<file path="src/rtl/mftc_pkg.sv">
// Shared constants, opcode and state types, and controller/datapath bundles
// for the multiset frequency-threshold counter. No dependencies.
`timescale 1ns / 1ps

package mftc_pkg;

   // Table geometry
   localparam int VALUE_RANGE = 4096;
   localparam int VAL_W       = $clog2(VALUE_RANGE);
   localparam int MAX_MULT    = 4096;
   localparam int MULT_W      = $clog2(MAX_MULT);
   localparam int BLOCK_SIZE  = 64;
   localparam int BLK_SHIFT   = $clog2(BLOCK_SIZE);
   localparam int NUM_BLOCKS  = MAX_MULT / BLOCK_SIZE;
   localparam int BLK_W       = MULT_W - BLK_SHIFT;

   // Field and counter widths
   localparam int OP_W  = 2;
   localparam int THR_W = 13;
   localparam int CNT_W = 13;
   localparam int IDX_W = MULT_W + 1;

   // Stream packing
   localparam int REQ_DATA_W = 32;
   localparam int RSP_DATA_W = 16;

   typedef enum logic [OP_W-1:0] {
      OP_ADD    = 2'd0,
      OP_REMOVE = 2'd1,
      OP_QUERY  = 2'd2,
      OP_BAD    = 2'd3
   } op_type;

   typedef enum logic [2:0] {
      ST_CLEAR,
      ST_IDLE,
      ST_READ,
      ST_CALC,
      ST_DEC,
      ST_INC,
      ST_WALK,
      ST_FINISH
   } state_type;

   // Commands from the controller to the datapath
   typedef struct packed {
      logic load;      // capture request fields
      logic clr_en;    // zero one entry of every table
      logic calc;      // compute new multiplicity, read both buckets
      logic upd_dec;   // write the old bucket back, decremented
      logic upd_inc;   // write the new bucket back, incremented
      logic walk_rd;   // issue one read of the query walk
      logic out_load;  // capture the response
   } ctrl_cmd_type;

   // Status from the datapath to the controller
   typedef struct packed {
      logic clr_last;
      logic refused;
      logic walk_done;
   } dp_status_type;

endpackage

</file>
<file path="src/rtl/mftc_ctrl.sv">
// Controller state machine of the multiset frequency-threshold counter.
// Depends on mftc_pkg; drives mftc_dp through ctrl_cmd_type.
`timescale 1ns / 1ps

module mftc_ctrl
   import mftc_pkg::*;
(
   input  logic          clock,
   input  logic          reset,
   input  logic          req_tvalid,
   output logic          req_tready,
   input  op_type        req_opcode,
   output logic          rsp_tvalid,
   input  logic          rsp_tready,
   input  dp_status_type status,
   output ctrl_cmd_type  cmd
);

   state_type state_ff, state_in;
   logic      rsp_valid_ff, rsp_valid_in;

   // State and response-valid registers
   always_ff @(posedge clock) begin
      if (reset) begin
         state_ff     <= ST_CLEAR;
         rsp_valid_ff <= 1'b0;
      end else begin
         state_ff     <= state_in;
         rsp_valid_ff <= rsp_valid_in;
      end
   end

   assign rsp_tvalid = rsp_valid_ff;

   // Next state and commands
   always_comb begin
      state_in     = state_ff;
      cmd          = '0;
      req_tready   = 1'b0;
      rsp_valid_in = rsp_valid_ff && !rsp_tready;
      unique case (state_ff)
         ST_CLEAR: begin
            cmd.clr_en = 1'b1;
            if (status.clr_last) begin
               state_in = ST_IDLE;
            end
         end
         ST_IDLE: begin
            req_tready = 1'b1;
            if (req_tvalid) begin
               cmd.load = 1'b1;
               unique case (req_opcode)
                  OP_ADD, OP_REMOVE: state_in = ST_READ;
                  OP_QUERY:          state_in = ST_WALK;
                  OP_BAD:            state_in = ST_FINISH;
                  default:           state_in = ST_FINISH;
               endcase
            end
         end
         ST_READ: begin
            state_in = ST_CALC;
         end
         ST_CALC: begin
            cmd.calc = 1'b1;
            state_in = status.refused ? ST_FINISH : ST_DEC;
         end
         ST_DEC: begin
            cmd.upd_dec = 1'b1;
            state_in    = ST_INC;
         end
         ST_INC: begin
            cmd.upd_inc = 1'b1;
            state_in    = ST_FINISH;
         end
         ST_WALK: begin
            // last read's data is summed on the same edge that ends the walk
            if (status.walk_done) begin
               state_in = ST_FINISH;
            end else begin
               cmd.walk_rd = 1'b1;
            end
         end
         ST_FINISH: begin
            if (!rsp_valid_ff || rsp_tready) begin
               cmd.out_load = 1'b1;
               rsp_valid_in = 1'b1;
               state_in     = ST_IDLE;
            end
         end
         default: state_in = ST_IDLE;
      endcase
   end

endmodule

</file>
<file path="config.mk">
export PLATFORM = sky130hd
export DESIGN_NAME = mftc_ctrl
export DESIGN_NICKNAME = d
export VERILOG_FILES = /design/src/rtl/mftc_pkg.sv /design/src/rtl/mftc_ctrl.sv
export SDC_FILE = /design/constraint.sdc
export NUM_CORES = 1
export LEC_CHECK = 0
export ABC_AREA = 1
export BUFFER_PORTS_ARGS = -buffer_cell sky130_fd_sc_hd__buf_2
export CAP_MARGIN = 20
export CORE_AREA = 5 5 42 44
export DETAILED_ROUTE_END_ITERATION = 12
export DIE_AREA = 0 0 47 49
export HOLD_SLACK_MARGIN = 0.03
export SLEW_MARGIN = 10
export SYNTH_ARGS = -nofsm -noshare
export SYNTH_HDL_FRONTEND = slang
export SYNTH_SLANG_ARGS = --single-unit
</file>
<file path="constraint.sdc">
create_clock -name clock -period 1.4 [get_ports clock]
set_clock_uncertainty 0.05 [all_clocks]
set_input_delay 0.14 -clock clock [delete_from_list [all_inputs] [get_ports clock]]
set_output_delay 0.14 -clock clock [all_outputs]
set_load 0.01 [all_outputs]
</file>
Yosys cells after proc, flatten, opt, wreduce, memory -nomap -nowiden

Cells that the tools add are included.

Equal/unequal tests: 14
Muxes and demuxes: 20
Reduce and logical (&&, ||, !) cells: 8

Operators with widths:

| operator           | number |
|---|---|
| $pmux 3 s8         | 1 |
| $mux 1             | 13 |
| $eq 3x3->1 const B | 4 |
| $mux 3             | 4 |
| $pmux 3 s3         | 1 |
| $ne 2x2->1 const B | 4 |
| $eq 3x2->1 const B | 2 |
| $eq 2x2->1 const B | 2 |
| $reduce_and 4->1   | 1 |
| $eq 3x1->1 const B | 1 |
| $logic_not 3->1    | 1 |
| $eq 2x1->1 const B | 1 |
| $logic_not 1->1    | 2 |
| $logic_not 2->1    | 1 |
| $mux 2             | 1 |
| $reduce_or 2->1    | 1 |
| $logic_and 1x1->1  | 1 |
| $logic_or 1x1->1   | 1 |

Register bits: 4
Input port bits: 9
Output and inout bits: 9
Logic and storage cells: 44

Depth between registers and ports, before layout

Gate-level depths: netlist (run 1).

Depth in word-level cells: 5
Depth in mapped cells: 9
Depth with buffers taken out: 8

Worst setup path after synthesis (run 1)

No wires, ideal clock.

Kind: register to register
From: register state_ff[1]
To: register state_ff[1]
Library setup time: 114 ps
Arrival time: 968 ps
Data required time: 1236 ps
Path slack: 268 ps
Cell stages (with the launch flop): 8
Path buffers: 1
Clock period less this slack: 1132 ps
Path through: dfxtp_1 clkbuf_8 inv_1 nand2_1 nand2_1 or2_0 a21oi_1 nor2_1

Word-level cells in the longest chain between the ends: 3
Elaborated cells on any way between the ends: 14
Those cells by class: 11 x eq/ne; 1 x mux; 2 x reduce/logical

Ends and longest elaborated chain:

| item                                     | line            | RTL |
|---|---|---|
| from (decl)                              | mftc_ctrl.sv:19 | `state_type state_ff, state_in;` |
| from (signal assigned)                   | mftc_ctrl.sv:28 | `state_ff <= state_in;` |
| $eq 3x3->1, or another cell as far along | mftc_ctrl.sv:41 | `unique case (state_ff)` |
| $ne 2x2->1 (no line)                     | n/a             |  |
| $reduce_and 4->1 (no line)               | n/a             |  |

Parallel ways exist; a longest one is shown, timed or not.
A chain may end at the register's enable or synchronous reset.

==> results_dict.tcl, run 1 <==
set metrics [dict create \
    p_comb_share_pct 57.6 \
    path_max_fanout 8 \
    root_buffer "clkbuf_4" \
    area_growth_pct 29.80 \
    clockBufferDepth 2 \
    final_cell_mix "17 x buf_2, 14 x nand2_1, 14 x nor2_1, 13 x inv_1, 8 x nand3_1" \
    setup_viol 0 \
    rows 14 \
    peakVddDrop_mv 0.6211 \
    rsz0062_at_grt "false" \
    antenna_left 0 \
    cp.arrival_ns 1.05 \
    diodes 0 \
    grt_max_degree 11 \
    ios 18 \
    gr-total-overflow 0 \
    hpwlAfterDp_um 785 \
    p_seq_share_pct 26.3 \
    clockPowerShare_pct 16.1 \
    syn_inst 68 \
    synth_area_um2 377.9 \
    syn_nets 77 \
    busiest_layer "met2" \
    grt_util_met2_pct 14.71 \
    n_fill_cell 170 \
    grt_pass1_vias 404 \
    internal_power_uw 451.8 \
    die-width_um 47 \
    holdWs_ns 0.04361 \
    core_area_mm2 0.001401 \
    fmax_mhz 804.6 \
    cts.clk_slew.worst_paths_ns 0.04 \
    multi_input_area_um2 221.5 \
    final_max_slew_viol_count 0 \
    startpoint_type "flop" \
    gp_congestion 0.8057 \
    clock_latency_ns 0.23 \
    synth-seq-cells 4 \
    maxCapViolCount 0 \
    fin_area_um2 490.5 \
    drtIter0Drc 10 \
    grt_use_met3_pct 5.166 \
    synth_area_per_cell_um2 5.557 \
    ff2ff_setup_slack_ns 0.17 \
    dp_cells 99 \
    critPathKind "reg -> out" \
    synth-seq-area-share_pct 21.19 \
    final_common_cell "buf_2" \
    hold_viol 0 \
    grt_antenna_before_repair 0 \
    drc_errors 0 \
    dpl_cell_area_um2 461.7 \
    grt_pass1_wl_mm 1.545 \
    dr.pass1.iters 4 \
    wire_per_inst_um 9.696 \
    slew_headroom_pct 86.47 \
    vias 457 \
    cts_tree "done" \
    tightest_slew_ns 0.2021 \
    layout.area.seq_um2 86.33 \
    ys.warnings.count 0 \
    htreeDepth 1 \
    nets 97 \
    cts_sinks 4 \
    power_per_cell_area_mw_per_mm2 1818 \
    status "completed" \
    p_leak_nw 0.3007 \
    post-route-period-util_pct 88.78 \
    gr-usage-all-layers_pct 9.155 \
    setup_tns_ns 0 \
    dieHeight_um 49 \
    portBuffers 17 \
    worstHoldPathType "in -> reg" \
    dieArea_mm2 0.002303 \
    fin_cells 102 \
    grt_use_met1_pct 9.451 \
    drive_gt1_share_pct 33.72 \
    p_total_uw 891.5 \
    swShare_pct 49.32 \
    initial_core_util_pct 26.96 \
    cp-end-kind "primary output" \
    viasPerCell 4.480 \
    p_sw_uw 439.7 \
    synth_cell_types 17 \
    crit_required_ns 1.21 \
    fin_crit_ns 1.243 \
    numCtsBuffers 3 \
    ctsHoldBuffers 0 \
    wl_um 989 \
]
registers in the layout, indices dropped and copies added (netlist names):
register,flops
rsp_tvalid,1
state_ff,3
kinds of logic after synthesis:
| family | synth area share, % |
|---|---|
| AND/OR/NAND/NOR | 52.65 |
| buffers and inverters | 20.20 |
| flip-flops | 21.19 |
| AO/OA/AOI/OAI | 5.960 |
power by group through the flow:
| stage | logic [mW] | registers, mW | clock network [mW] |
|---|---|---|---|
| floorplan | 0.456 | 0.169 | 0 |
| global placement | 0.519 | 0.217 | 0 |
| detailed placement | 0.513 | 0.222 | 0 |
| CTS | 0.518 | 0.221 | 0.151 |
| global route | 0.591 | 0.245 | 0.159 |
| finish | 0.514 | 0.235 | 0.143 |
routing by layer:
metal  wire [um]  vias to the layer above
li1            -                      244
met1         431                      199
met2         491                       14
met3          66                        0
met4           0                        0
met5           0                        -
timing repair:
| action | CTS | global route |
|---|---|---|
| gates resized for setup | 0 | 4 |
| setup endpoints to repair | 0 | 10 |
| buffers inserted | 0 | 0 |
critical path: stages, from the launching register on:
cell and delay, ns:
dfxtp_2 0.35, inv_1 0.13, nand3_1 0.11, nor2_1 0.09, buf_2 0.13
stage by stage:
stage	worst slack (ns)	utilization [%]
6_report	0.1571	35.00
5_1_grt	0.04499	35.00
3_3_place_gp	0.1125	32.95
3_5_place_dp	0.08524	32.95
2_1_floorplan	0.2679	-
4_1_cts	0.01992	34.55
Yosys cell counts, drive strengths merged:
library cell | count | area, um2
inv | 14 | 55.06
nor2 | 16 | 70.07
a21oi | 2 | 10.01
nand2 | 17 | 71.32
o21ai | 1 | 5.000
o21a | 1 | 7.510
or2 | 1 | 6.260
nand3 | 8 | 40.04
dfxtp | 4 | 80.08
nor3 | 1 | 5.000
buf | 1 | 7.510
clkbuf | 1 | 13.76
nand4 | 1 | 6.260
path summary, 6_finish.rpt:
kind               startpoint           to  depth (start not counted)
setup / recovery  state_ff[0]       cmd[1]                          4
hold / removal          reset  state_ff[2]                          2
setup reg to reg  state_ff[0]  state_ff[1]                          6
hold reg to reg    rsp_tvalid   rsp_tvalid                          3
layout make-up:
cell class                      count  share of cell area (%)
Multi-Input combinational cell     48                   45.15
Inverter                           14                   11.22
Sequential cell                     4                   17.60
Timing Repair Buffer               17                   17.35
Tap cell                           16                   4.082
Clock buffer                        3                   4.592
(Power assumes the default switching activity.)
==> run 2, diff against run 1 <==
--- a/config.mk
+++ b/config.mk
@@ -12,6 +12,7 @@
 export DETAILED_ROUTE_END_ITERATION = 12
 export DIE_AREA = 0 0 47 49
 export HOLD_SLACK_MARGIN = 0.03
+export PLACE_DENSITY_LB_ADDON = 0.15
 export SLEW_MARGIN = 10
 export SYNTH_ARGS = -nofsm -noshare
 export SYNTH_HDL_FRONTEND = slang
==> constraint.sdc (replaced) <==
create_clock -name clock -period 1.6 [get_ports clock]
set_clock_uncertainty 0.05 [all_clocks]
set_input_delay 0.16 -clock clock [delete_from_list [all_inputs] [get_ports clock]]
set_output_delay 0.16 -clock clock [all_outputs]
set_load 0.01 [all_outputs]
==> results_dict.tcl, run 2 (synthesized netlist as in run 1, its figures left out) <==
set metrics [dict create \
    final_cell_mix "17 x buf_2, 14 x nand2_1, 14 x nor2_1, 13 x inv_1, 8 x nand3_1" \
    fmax_mhz 720.3 \
    critPathKind "reg -> out" \
    grt_use_met3_pct 5.166 \
    clockPowerShare_pct 16.2 \
    startpoint_type "flop" \
    layout.area.seq_um2 80.08 \
    fin_area_um2 484.2 \
    setup_viol 0 \
    grt_max_degree 11 \
    final_common_cell "buf_2" \
    cts_sinks 4 \
    numCtsBuffers 3 \
    gr-total-overflow 0 \
    status "completed" \
    dpl_cell_area_um2 461.7 \
    clockBufferDepth 2 \
    layout_setup_ws_ns 0.2117 \
    largest_register_ffs 3 \
    post_cts_buffers 0 \
    cts_tree "done" \
    multi_input_area_um2 221.5 \
    grt_antenna_before_repair 0 \
    portBuffers 17 \
    hpwlAfterDp_um 803.4 \
    diodes 0 \
    p_seq_share_pct 25.4 \
    grt_pass1_vias 389 \
    drc_errors 0 \
    ios 18 \
    p_leak_nw 0.2993 \
    dp_cells 99 \
    vias 443 \
    post-route-period-util_pct 86.77 \
    nets 97 \
    worstHoldPathType "in -> reg" \
    clock_latency_ns 0.23 \
    post_cts_resized 0 \
    dieHeight_um 49 \
    dr.pass1.iters 3 \
    power_per_cell_area_mw_per_mm2 1583 \
    busiest_layer "met2" \
    fin_crit_ns 1.388 \
    path_max_fanout 10 \
    rsz0062_at_grt "false" \
    place_ws_ns 0.2906 \
    area_growth_pct 28.15 \
    antenna_left 0 \
    drtIter0Drc 8 \
    maxCapViolCount 0 \
    htreeDepth 1 \
    internal_power_uw 384.4 \
    gp_congestion 0.7438 \
    drive_gt1_share_pct 30.23 \
    core_area_mm2 0.001401 \
    wl_um 988 \
    cp-end-kind "primary output" \
    root_buffer "clkbuf_4" \
    p_total_uw 766.3 \
    p_sw_uw 382.0 \
    grt_use_met1_pct 11.65 \
    gr-usage-all-layers_pct 9.155 \
    wire_per_inst_um 9.686 \
    tightest_slew_ns 0.3344 \
    p_comb_share_pct 58.4 \
    die-width_um 47 \
    viasPerCell 4.343 \
    grt_pass1_wl_mm 1.559 \
    slew_headroom_pct 77.68 \
    cp.arrival_ns 1.18 \
    fin_cells 102 \
    swShare_pct 49.84 \
    final_max_slew_viol_count 0 \
    n_fill_cell 173 \
    cts.clk_slew.worst_paths_ns 0.04 \
    largest-register "state_ff" \
    hold_viol 0 \
    peakVddDrop_mv 0.6341 \
    crit_required_ns 1.39 \
    ctsHoldBuffers 0 \
    dieArea_mm2 0.002303 \
    setup_tns_ns 0 \
    initial_core_util_pct 26.96 \
    rows 14 \
    grt_util_met2_pct 12.22 \
]
[run 2: cell counts in the layout (fill, tap and decap cells not counted)]
No cell type changed its count.
[run 2: layer usage]
| layer | vias up | share of wire [%] |
|---|---|---|
| met5 | - | 0 |
| met4 | 0 | 0 |
| met3 | 0 | 9.9 |
| met2 | 14 | 43 |
| met1 | 188 | 47 |
| li1 | 241 | - |
[run 2: final cells by class]
cell class / count / area share (%)
multi-input cells: 48 / 45.74
repair buffers: 17 / 17.57
flip-flops and latches: 4 / 16.54
inverters: 14 / 11.37
clock buffers: 3 / 4.651
well taps: 16 / 4.134
[run 2: path summary, 6_finish.rpt]
| path | start | endpoint | slack (ns) | cells past startpoint |
|---|---|---|---|---|
| setup / recovery | state_ff[1] | req_tready | 0.21 | 4 |
| hold / removal | reset | state_ff[1] | 0.07 | 2 |
| setup reg to reg | state_ff[1] | state_ff[1] | 0.26 | 6 |
| hold reg to reg | rsp_tvalid | rsp_tvalid | 0.60 | 3 |
[run 2: critical path: stages, from the launching register on]
cell and delay (ns):
dfxtp_1 0.51, inv_1 0.10, nand2_1 0.13, nor2_2 0.06, buf_2 0.15
[run 2: power groups by stage]
stage	registers, mW	logic [mW]	clock network (mW)
after floorplan	0.148	0.399	0
after global placement	0.192	0.459	0
after detailed placement	0.195	0.445	0
after CTS	0.193	0.448	0.129
after global routing	0.203	0.510	0.135
final	0.195	0.448	0.124
[run 2: metrics by stage]
step	hold WS (ns)	utilization, %
2_1_floorplan	0.1824	-
3_3_place_gp	0.3116	32.95
3_5_place_dp	0.3126	32.95
4_1_cts	0.06744	34.55
5_1_grt	0.07834	34.55
6_report	0.07065	34.55
==> run 3, diff against run 2 <==
==> constraint.sdc (replaced) <==
create_clock -name clock -period 1.7 [get_ports clock]
set_clock_uncertainty 0.05 [all_clocks]
set_input_delay 0.085 -clock clock [delete_from_list [all_inputs] [get_ports clock]]
set_output_delay 0.085 -clock clock [all_outputs]
set_load 0.01 [all_outputs]
==> results_dict.tcl, run 3 (synthesized netlist as in run 1, its figures left out) <==
set metrics [dict create \
    status "completed" \
    core_area_mm2 0.001401 \
    diodes 0 \
    dieArea_mm2 0.002303 \
    slew_headroom_pct 78.26 \
    clockPowerShare_pct 16.3 \
    antenna_left 0 \
    largest-register "state_ff" \
    root_buffer "clkbuf_4" \
    crit_required_ns 1.78 \
    portBuffers 17 \
    hold_viol 0 \
    setup_viol 0 \
    startpoint_type "flop" \
    drtIter0Drc 3 \
    crit_slowest_cell "dfxtp_1" \
    cp-end-kind "flop" \
    final_cell_mix "17 x buf_2, 14 x nand2_1, 14 x nor2_1, 13 x inv_1, 8 x nand3_1" \
    htreeDepth 1 \
    grt_max_degree 11 \
    dr.pass1.iters 2 \
    numCtsBuffers 3 \
    gp_congestion 0.7439 \
    initial_core_util_pct 26.96 \
    critPathKind "reg -> reg" \
    final_max_slew_viol_count 0 \
    clock_latency_ns 0.23 \
    viasPerCell 4.272 \
    place_ws_ns 0.3946 \
    setup_tns_ns 0 \
    area_growth_pct 30.79 \
    wl_um 950 \
    grt_pass1_vias 388 \
    cts.clk_slew.worst_paths_ns 0.04 \
    gr-usage-all-layers_pct 8.803 \
    max_stage_delay_ns 0.50 \
    nets 98 \
    path_max_fanout 10 \
    p_seq_share_pct 25.6 \
    ios 18 \
    cts_sinks 4 \
    grt_pass1_wl_mm 1.518 \
    final_common_cell "buf_2" \
    dpl_cell_area_um2 461.7 \
    wire_per_inst_um 9.223 \
    cts_tree "done" \
    swShare_pct 49.12 \
    drive_gt1_share_pct 29.89 \
    cp_cell_sequence "inv_1 -> nand2_1 -> nand2_1 -> or2_0 -> a21oi_1 -> nor2_1" \
    maxCapViolCount 0 \
    fin_cells 103 \
    grt_antenna_before_repair 0 \
    internal_power_uw 363.2 \
    post-route-period-util_pct 78.17 \
    layout_setup_ws_ns 0.3711 \
    dieHeight_um 49 \
    p_leak_nw 0.3035 \
    drc_errors 0 \
    p_comb_share_pct 58.1 \
    rows 14 \
    tightest_slew_ns 0.3256 \
    die-width_um 47 \
    gr-total-overflow 0 \
    critPathMostFrequentCell "nand2_1" \
    vias 440 \
    fin_area_um2 494.2 \
    peakVddDrop_mv 0.4654 \
    largest_register_ffs 3 \
    hpwlAfterDp_um 778.3 \
    p_sw_uw 350.7 \
    clockBufferDepth 2 \
    fin_crit_ns 1.329 \
    rsz0062_at_grt "false" \
    power_per_cell_area_mw_per_mm2 1444 \
    cp.arrival_ns 1.40 \
    worstHoldPathType "in -> reg" \
    dp_cells 99 \
    fmax_mhz 752.5 \
]
==> run 3: changes by cell type in the layout (fill, tap and decap cells not counted), sizes merged <==
cell | before | now
dlygate4sd3 | 0 | 1
==> run 3: worst max-delay path, delay by kind of cell (launching register included) <==
kind / cells / cell delay, ns
AO/OA/AOI/OAI: 1 / 0.13
buffers and inverters: 1 / 0.10
flip-flops: 1 / 0.50
AND/OR/NAND/NOR: 4 / 0.44
==> run 3: final cells by class <==
type,count,area (um2)
multi-input combinational,48,221.5
sequential,4,80.08
tap,16,20.02
fill,171,907.1
timing repair buffer,18,95.09
clock buffer,3,22.52
inverter,14,55.05
==> run 3: routing by layer <==
metal / track usage [%] / wire, um
met1: 11.43 / 445
met2: 11.76 / 393
met3: 5.535 / 107
met4: 2.765 / 4
met5: 0 / 0
==> run 3: per-stage QoR <==
step                      hold WS, ns  utilization [%]  power, mW
final                          0.1691            35.27     0.7139
after floorplan                0.1074                -     0.5147
after global placement         0.2366            32.95     0.6135
after global routing           0.1743            35.27     0.7983
after detailed placement       0.2333            32.95     0.5991
after CTS                      0.1634            35.27     0.7230
==> run 3: power groups by stage <==
stage | combinational [mW] | clock (mW) | sequential (mW)
after detailed placement | 0.416 | 0 | 0.183
after CTS | 0.421 | 0.121 | 0.181
final | 0.415 | 0.116 | 0.183
after global routing | 0.480 | 0.131 | 0.188
after floorplan | 0.375 | 0 | 0.139
after global placement | 0.432 | 0 | 0.181
==> run 3: what timing repair did <==
item                                   CTS  global route
hold buffers                             1             0
buffers inserted                         0             0
endpoints found under the hold margin    2             0
resized for setup                        0             0
==> run 3: worst paths after layout <==
kind,depth (start not counted),from,slack (ns),to
worst max-delay path,6,state_ff[1],0.37,state_ff[1]
worst min register to register,3,rsp_tvalid,0.58,rsp_tvalid
worst min-delay path,3,rsp_tready,0.17,rsp_tvalid
worst max register to register,6,state_ff[1],0.37,state_ff[1]
